--- src/rtl/core/error_function_approx_unit_macros.svh ---
// assertion helpers for the error function unit
`ifndef ERROR_FUNCTION_APPROX_UNIT_MACROS_SVH
`define ERROR_FUNCTION_APPROX_UNIT_MACROS_SVH

// same-cycle implication, checked outside reset
`define EFA_ASSERT_IMPLY(lbl, clk, rst_n, ante, cons, msg) \
    lbl: assert property (@(posedge clk) disable iff (!(rst_n)) (ante) |-> (cons)) \
        else $error(msg);

// next-cycle implication, checked outside reset
`define EFA_ASSERT_NEXT(lbl, clk, rst_n, ante, cons, msg) \
    lbl: assert property (@(posedge clk) disable iff (!(rst_n)) (ante) |=> (cons)) \
        else $error(msg);

`endif

--- src/rtl/core/efa_pkg.sv ---
package efa_pkg;

    localparam int XW        = 16;
    localparam int MAGW      = 13;
    localparam int Q30W      = 31;
    localparam int SW        = 34;
    localparam int RESW      = 15;
    localparam int TERMS     = 13;
    localparam int SQUARES   = 4;
    localparam int HSTEPS    = 6;
    localparam int RSHIFT    = 35;

    localparam logic [Q30W-1:0] ONE_Q30  = 31'd1073741824;
    localparam logic [29:0]     HALF_Q30 = 30'd536870912;
    localparam logic [28:0]     P_Q30    = 29'd351748265;
    localparam logic signed [SW-1:0] A1_Q30 = 34'sd273621191;
    localparam logic signed [SW-1:0] A2_Q30 = -34'sd305476044;
    localparam logic signed [SW-1:0] A3_Q30 = 34'sd1526231383;
    localparam logic signed [SW-1:0] A4_Q30 = -34'sd1560310108;
    localparam logic signed [SW-1:0] A5_Q30 = 34'sd1139675401;

    localparam logic [MAGW+3:0]  SAT_LIMIT = 17'd8192;
    localparam logic [RESW-1:0]  OUT_ONE   = 15'd16384;

    localparam int LAT_RECIP = 1 + Q30W;
    localparam int LAT_EXP   = 1 + 3 * TERMS + 1 + SQUARES;
    localparam int LAT_TPAD  = LAT_EXP - LAT_RECIP;
    localparam int LAT_HORN  = 2 * HSTEPS + 1;
    localparam int LAT_TOTAL = LAT_EXP + LAT_HORN;

    // side information that rides along with each sample
    typedef struct packed {
        logic vld;
        logic neg;
        logic sat;
    } t_side;

    // ceil(2^35 / k): exact quotient by k for values below 2^31
    function automatic logic [35:0] recip_k(input int k);
        logic [35:0] m;
        case (k)
            1:       m = 36'd34359738368;
            2:       m = 36'd17179869184;
            3:       m = 36'd11453246123;
            4:       m = 36'd8589934592;
            5:       m = 36'd6871947674;
            6:       m = 36'd5726623062;
            7:       m = 36'd4908534053;
            8:       m = 36'd4294967296;
            9:       m = 36'd3817748708;
            10:      m = 36'd3435973837;
            11:      m = 36'd3123612579;
            12:      m = 36'd2863311531;
            13:      m = 36'd2643056798;
            default: m = 36'd0;
        endcase
        return m;
    endfunction

    // addend after each Horner product
    function automatic logic signed [SW-1:0] horner_add(input int j);
        logic signed [SW-1:0] a;
        case (j)
            0:       a = A4_Q30;
            1:       a = A3_Q30;
            2:       a = A2_Q30;
            3:       a = A1_Q30;
            default: a = '0;
        endcase
        return a;
    endfunction

endpackage

--- src/rtl/core/efa_recip.sv ---
module efa_recip (
    input  logic                        i_clk,
    input  logic                        i_en,
    input  logic [efa_pkg::MAGW-1:0]    i_mag,
    output logic [efa_pkg::Q30W-1:0]    o_t
);
    import efa_pkg::*;

    logic [31:0]     r_den0;
    logic [31:0]     r_rem [Q30W];
    logic [31:0]     r_den [Q30W];
    logic [Q30W-1:0] r_q   [Q30W];

    // denominator 1 + p*a in Q30
    always_ff @(posedge i_clk) begin
        if (i_en) begin
            r_den0 <= 32'({2'b0, ONE_Q30}
                + ((42'(P_Q30) * 42'(i_mag) + 42'd1024) >> 11));
        end
    end

    // one quotient bit per stage; the rounding half of den is the low dividend part
    for (genvar s = 0; s < Q30W; s++) begin : g_div
        logic [31:0]     rem_in;
        logic [31:0]     den_in;
        logic [Q30W-1:0] q_in;
        logic [32:0]     trial;
        logic            take;

        if (s == 0) begin : g_first
            assign rem_in = 32'd536870912;
            assign den_in = r_den0;
            assign q_in   = '0;
        end else begin : g_next
            assign rem_in = r_rem[s-1];
            assign den_in = r_den[s-1];
            assign q_in   = r_q[s-1];
        end

        assign trial = {rem_in, den_in[31-s]};
        assign take  = trial >= {1'b0, den_in};

        always_ff @(posedge i_clk) begin
            if (i_en) begin
                r_rem[s] <= take ? 32'(trial - {1'b0, den_in}) : trial[31:0];
                r_den[s] <= den_in;
                r_q[s]   <= {q_in[Q30W-2:0], take};
            end
        end
    end

    assign o_t = r_q[Q30W-1];

endmodule

--- config.mk ---
export PLATFORM = sky130hd
export DESIGN_NAME = efa_recip
export DESIGN_NICKNAME = d
export VERILOG_FILES = /design/src/rtl/core/error_function_approx_unit_macros.svh /design/src/rtl/core/efa_pkg.sv /design/src/rtl/core/efa_recip.sv
export SDC_FILE = /design/constraint.sdc
export NUM_CORES = 2
export LEC_CHECK = 0
export ABC_AREA = 0
export BUFFER_PORTS_ARGS = -buffer_cell sky130_fd_sc_hd__buf_2
export CAP_MARGIN = 20
export CORE_MARGIN = 1
export CORE_UTILIZATION = 50
export CTS_BUF_LIST = sky130_fd_sc_hd__clkbuf_4 sky130_fd_sc_hd__clkbuf_8
export DETAILED_ROUTE_END_ITERATION = 12
export GPL_TIMING_DRIVEN = 0
export PLACE_DENSITY = 0.65
export SLEW_MARGIN = 25
export SYNTH_ARGS = -nofsm -noshare
export SYNTH_HDL_FRONTEND = slang
export SYNTH_SLANG_ARGS = --single-unit
--- constraint.sdc ---
create_clock -name i_clk -period 9.9 [get_ports i_clk]
set_clock_uncertainty 0.1 [all_clocks]
set_input_delay 1.98 -clock i_clk [delete_from_list [all_inputs] [get_ports i_clk]]
set_output_delay 1.98 -clock i_clk [all_outputs]
set_load 0.01 [all_outputs]
After elaboration in Yosys (flattened, before gate mapping)
Memories as Yosys holds them, arrays and structs flattened. Cells that the tools add are included.

Memory bits (read-only): 0. Output and inout port bits: 31. Latch bits: 0. Bits in registers: 32. Memory bits (writable): 2945. Memories kept: 3.

Memories: r_den (words 31, bits a word 32, read ports 30, clocked after memory_dff 0, wr ports 31, RTL line efa_recip.sv:11) `logic [31:0] r_den [Q30W];`; r_rem (words 31, bits a word 32, read ports 30, clocked after memory_dff 0, wr ports 31, RTL line efa_recip.sv:10) `logic [31:0] r_rem [Q30W];`; r_q (words 31, bits a word 31, read ports 31, clocked after memory_dff 0, wr ports 31, RTL line efa_recip.sv:12) `logic [Q30W-1:0] r_q [Q30W];`.

Add/sub/neg operators: 33. Bitwise gates (word level): 0. Reductions and logical operators: 0. Shifts and indexed selects: 0. Multiplexer cells: 33. Equality and inequality tests: 0. Div/mod/pow operators: 0. Multiply operators: 1. Order comparisons: 31.

Operator list (number): 32-bit two-way mux (31); 33-bit by 32-bit greater-or-equal comparator with 1-bit output (30); 32-bit subtractor (30); 42-bit by 11-bit adder with 42-bit output (second input constant) (1); 29-bit by 13-bit multiplier with 42-bit output (first input constant) (1); 31-bit by 31-bit adder with 32-bit output (first input constant) (1); 31-bit by 32-bit greater-or-equal comparator with 1-bit output (1); 31-bit by 32-bit subtractor with 32-bit output (1); 1-bit two-way mux (2).

Logic depth before layout (Yosys ltp)
Depth after elaboration: 3. Mapped depth: 23.

Worst setup path after synthesis
Ideal clock, no wire load.

Path type: input to register. Start point: in i_mag[4] (netlist bit). End point: reg r_den0[31], in the netlist g_div[0].den_in[31] (data pin). Buffers on the path: 0. Path slack: 2.240 ns. Cell stages on the path: 21. Data arrival time: 7.295 ns. Cells stage by stage: fa_1 -> inv_1 -> fa_1 -> inv_1 -> fa_1 -> fa_1 -> inv_1 -> fa_1 -> inv_1 -> ha_1 -> ha_1 -> a21o_1 -> a21o_1 -> a21oi_1 -> nand2_1 -> a31oi_1 -> o21ai_1 -> o41a_1 -> a21o_1 -> a21o_1 -> xor2_1.

Cells in the longest elaborated chain, start to end: 3.

RTL lines: from (decl) (RTL line efa_recip.sv:4) `input logic [efa_pkg::MAGW-1:0] i_mag,`; 29-bit by 13-bit multiplier with 42-bit output (RTL line efa_recip.sv:18) `+ ((42'(P_Q30) * 42'(i_mag) + 42'd1024) >> 11));`; 42-bit by 11-bit adder with 42-bit output (RTL line efa_recip.sv:18); 31-bit by 31-bit adder with 32-bit output (RTL line efa_recip.sv:18); to (signal assigned) (RTL line efa_recip.sv:17) `r_den0 <= 32'({2'b0, ONE_Q30}`; to (decl) (RTL line efa_recip.sv:9) `logic [31:0] r_den0;`.

Every way passes these cells. A chain may end at the register's enable or synchronous reset.

Final worst setup path
Start point: in i_mag[12] (netlist bit). End point: reg r_den0[31], in the netlist g_div[0].den_in[31] (data pin).

The elaborated chain is that of the path after synthesis.

==> impl_results.md <==
* Outcome: finished clean
* Num CTS Buffers at 411
* Post-synthesis mux area share at 2.53%
* Mapped Area at 0.139 mm²
* Initial Utilization at 50.3%
* Clk_lat worst skew at 1.07 ns
* Min Tclk post-route at between 7 and 8 ns
* Main combinational cell family by area after synthesis: compound AO/OA/AOI/OAI gates
* Layout cells sized above 1 at 8.93%
* Final Slew Violations at 0
* Number of H-tree levels at 5
* Global-route wire length before repair at 537000 µm
* Mapped Cells at 12300
* Total routed wirelength at 351000 µm
* Die Span Y at 530 µm
* Antenna violations before repair at 16
* Most frequent cells in the layout: edfxtp_1, inv_1, ha_1, a21oi_1, o21ai_0
* Largest net degree at the start of global routing at ~150
* DR pass1 iterations at 7
* Final Cell Area at 0.153 mm²
* Max-cap viol count at 0
* DIE WIDTH at 530 µm
* Total Die Area at between 0.2 and 0.3 mm²
* Final setup fails at 0
* Vias in the first global route at 93700
* Maximum vdd ir drop at 0.000170 V
* Core area at 0.277 mm²
* Vias at 94200
* Hold/Removal Path Class: register to register
* Share of synthesized registers carrying an async set or reset at 0%
* Via-per-instance ratio at ~5.6
* Worst setup EP type: register
* Nets at 14000
* Global placer's final weighted congestion at 0.932
* Mean Syn Cell Area at between 10 and 15 µm²
* GR Overflow Total at 0
* Worst EP required at 10.57 ns
* Compound-Gate Fraction of Synth Area at 13.7%
* DP Area at between 0.1 and 0.15 mm²
* Synthesized net count at 13500
* Seq/Total Area, Yosys at 52.8%
* CTS Hold Bufs at 0
* Ys Warns at 0
* Most common flop cell mapped by yosys: edfxtp_1
* ANT nets after route at 0
* Worst EP arrival at 8.13 ns
* Longest Clk Path Bufs at 4
* Period utilisation layout at 75.3%
* Setup Total Neg Slack at 0 ns
* Root buf cell: clkbuf_8
* Commonest non-fill, non-tap cell in the layout: edfxtp_1
* Number of synthesized flops with an enable pin at approximately 2400
* Flops & latches, synth at 2448
* Final hold vios at 0
* Remaining DRCs at 0
* Post-CTS Resized at 0
* Relative slew slack at 26.6%
* TritonCTS clock tree: built
* Post-Synth Simple-Gate Area at 9.40%
* Layout area overhead at 10.0%
* Port Buffers at 45
* Leak Pwr at ~63 nW
* Detailed Place HPWL at 271000 µm
* Yosys cell types at 100
* Mean routed wirelength per cell at 20.9 µm
* Critical Path Source Type: input pin
* Min Hold Slack at 0.280 ns
* Iter 0 DRT Violations at 7108
* CP Max Fanout at 9
* FP Rows at 193
* Io pins at 46
* GRT Overall Usage at 24.7%
* Worst slew pin tran at around 1.1 ns
* Sink Count at 2448
* Synth Area in Adders at 11.9%
* Maximum clock rate at 134 MHz
* Critical path start-end classification: input pin to register
* PD cells at 351 mW/mm²
* RSZ-0062 raised after global routing: no
* Setup bufs post-CTS at 0
* Clk slew on worst S/H paths at 0.06 ns
* Post-Synth XOR/XNOR Area at 5.10%
state kept, by name (all words and copies together), names as in the netlist:
signal and cells:
r_q 496, g_div.den_in 32, r_den 960, r_rem 960
cell families after synthesis:
| logic type | Yosys count |
|---|---|
| AOI/OAI and AO/OA | 3078 |
| xor gates and xnor gates | 810 |
| adders and majority gates | 1252 |
| buffers and inverters | 1622 |
| DFF | 2448 |
| muxes | 313 |
| and+or+nand+nor | 2737 |
worst max-delay path: stages:
cell      delay (ns)
buf_2           0.30
ha_1            0.43
ha_1            0.34
inv_1           0.05
fa_1            0.48
fa_1            0.52
inv_1           0.06
fa_1            0.47
ha_1            0.31
ha_1            0.34
and4_1          0.23
and2_1          0.16
a311oi_2        0.40
o21ai_1         0.20
nand3_1         0.16
nand3_1         0.16
a31oi_1         0.37
o21ai_1         0.17
o41a_1          0.38
a21o_1          0.23
a21o_1          0.22
xor2_1          0.14
area by class of cell:
| cell class | instances | area [µm²] |
|---|---|---|
| multi-input cells | 8190 | 59400 |
| clock inverters | 224 | 2060 |
| plain buffers | 242 | 1100 |
| well taps | 3705 | 4640 |
| diodes | 8 | 20.0 |
| clock buffers | 512 | 6450 |
| repair buffers | 65 | 771 |
| inverters | 1380 | 5180 |
| fillers | 23600 | 124000 |
| flip-flops and latches | 2448 | 73500 |
power by group:
| group | switching (mW) | internal, mW | leakage (nW) |
|---|---|---|---|
| Sequential | 2.07 | 15.9 | 24.0 |
| Clock | 4.14 | 5.21 | 4.43 |
| Combinational | 15.5 | 11.0 | 34.9 |
Yosys cell counts, types with 21 or more instances:
library cell | count | share of area (%)
a211oi_1 | 67 | 0.36
o21bai_1 | 92 | 0.50
and2_1 | 56 | 0.25
a21boi_0 | 54 | 0.29
nand2_1 | 827 | 2.2
and3_1 | 84 | 0.38
a211o_1 | 30 | 0.19
nand3_1 | 169 | 0.61
clkbuf_1 | 146 | 0.39
a21oi_1 | 918 | 3.3
or3_1 | 51 | 0.23
mux2_2 | 272 | 2.2
or2_2 | 25 | 0.11
buf_2 | 70 | 0.25
xnor2_1 | 476 | 3.0
nand4_1 | 150 | 0.67
xor2_1 | 334 | 2.1
nor2b_1 | 194 | 0.87
o21a_1 | 149 | 0.80
nor2_1 | 710 | 1.9
a21o_1 | 424 | 2.3
edfxtp_1 | 2448 | 53
nand2b_1 | 175 | 0.79
inv_1 | 1380 | 3.7
o211ai_1 | 39 | 0.21
ha_1 | 1129 | 10
a31oi_1 | 90 | 0.40
and4_1 | 21 | 0.13
nor4_1 | 47 | 0.21
o31ai_1 | 82 | 0.44
or4_1 | 21 | 0.11
o21ai_0 | 832 | 3.0
o21ai_1 | 32 | 0.12
nor3_1 | 151 | 0.54
mux2i_1 | 31 | 0.22
fa_1 | 123 | 1.8
metrics by stage:
stage                     power [mW]  util [%]  setup WS (ns)  std cells
after floorplan                 36.5         -           2.24      12300
after global placement          44.6      52.1         -30.92      16000
after detailed placement        44.2      52.3           1.31      16000
after CTS                       54.0      55.3           2.46      16800
after global routing            57.6      55.3           2.10      16800
final                           53.8      55.3           2.44      16800
path summary, 6_finish.rpt:
check	cells past startpoint	startpoint	endpoint	slack [ns]
max	22	i_mag[12]	g_div[0].den_in[31]	2.44
min	0	r_q[9][2]	r_q[9][34]	0.28
max reg2reg	14	r_den[9][33]	r_rem[10][28]	4.58
min reg2reg	0	r_q[9][2]	r_q[9][34]	0.28
routing by layer:
layer / routed length, µm / part of all wire [%] / vias to the layer above / GRT usage (%)
met1: 155000 / 44 / 45400 / 32.7
li1: - / - / 45600 / -
met3: 16300 / 4.7 / 728 / 2.75
met4: 16500 / 4.7 / 0 / 11.3
met5: 0 / 0 / - / 0
met2: 164000 / 47 / 2507 / 40.7
Note: power is estimated with default switching activity, not from simulation.
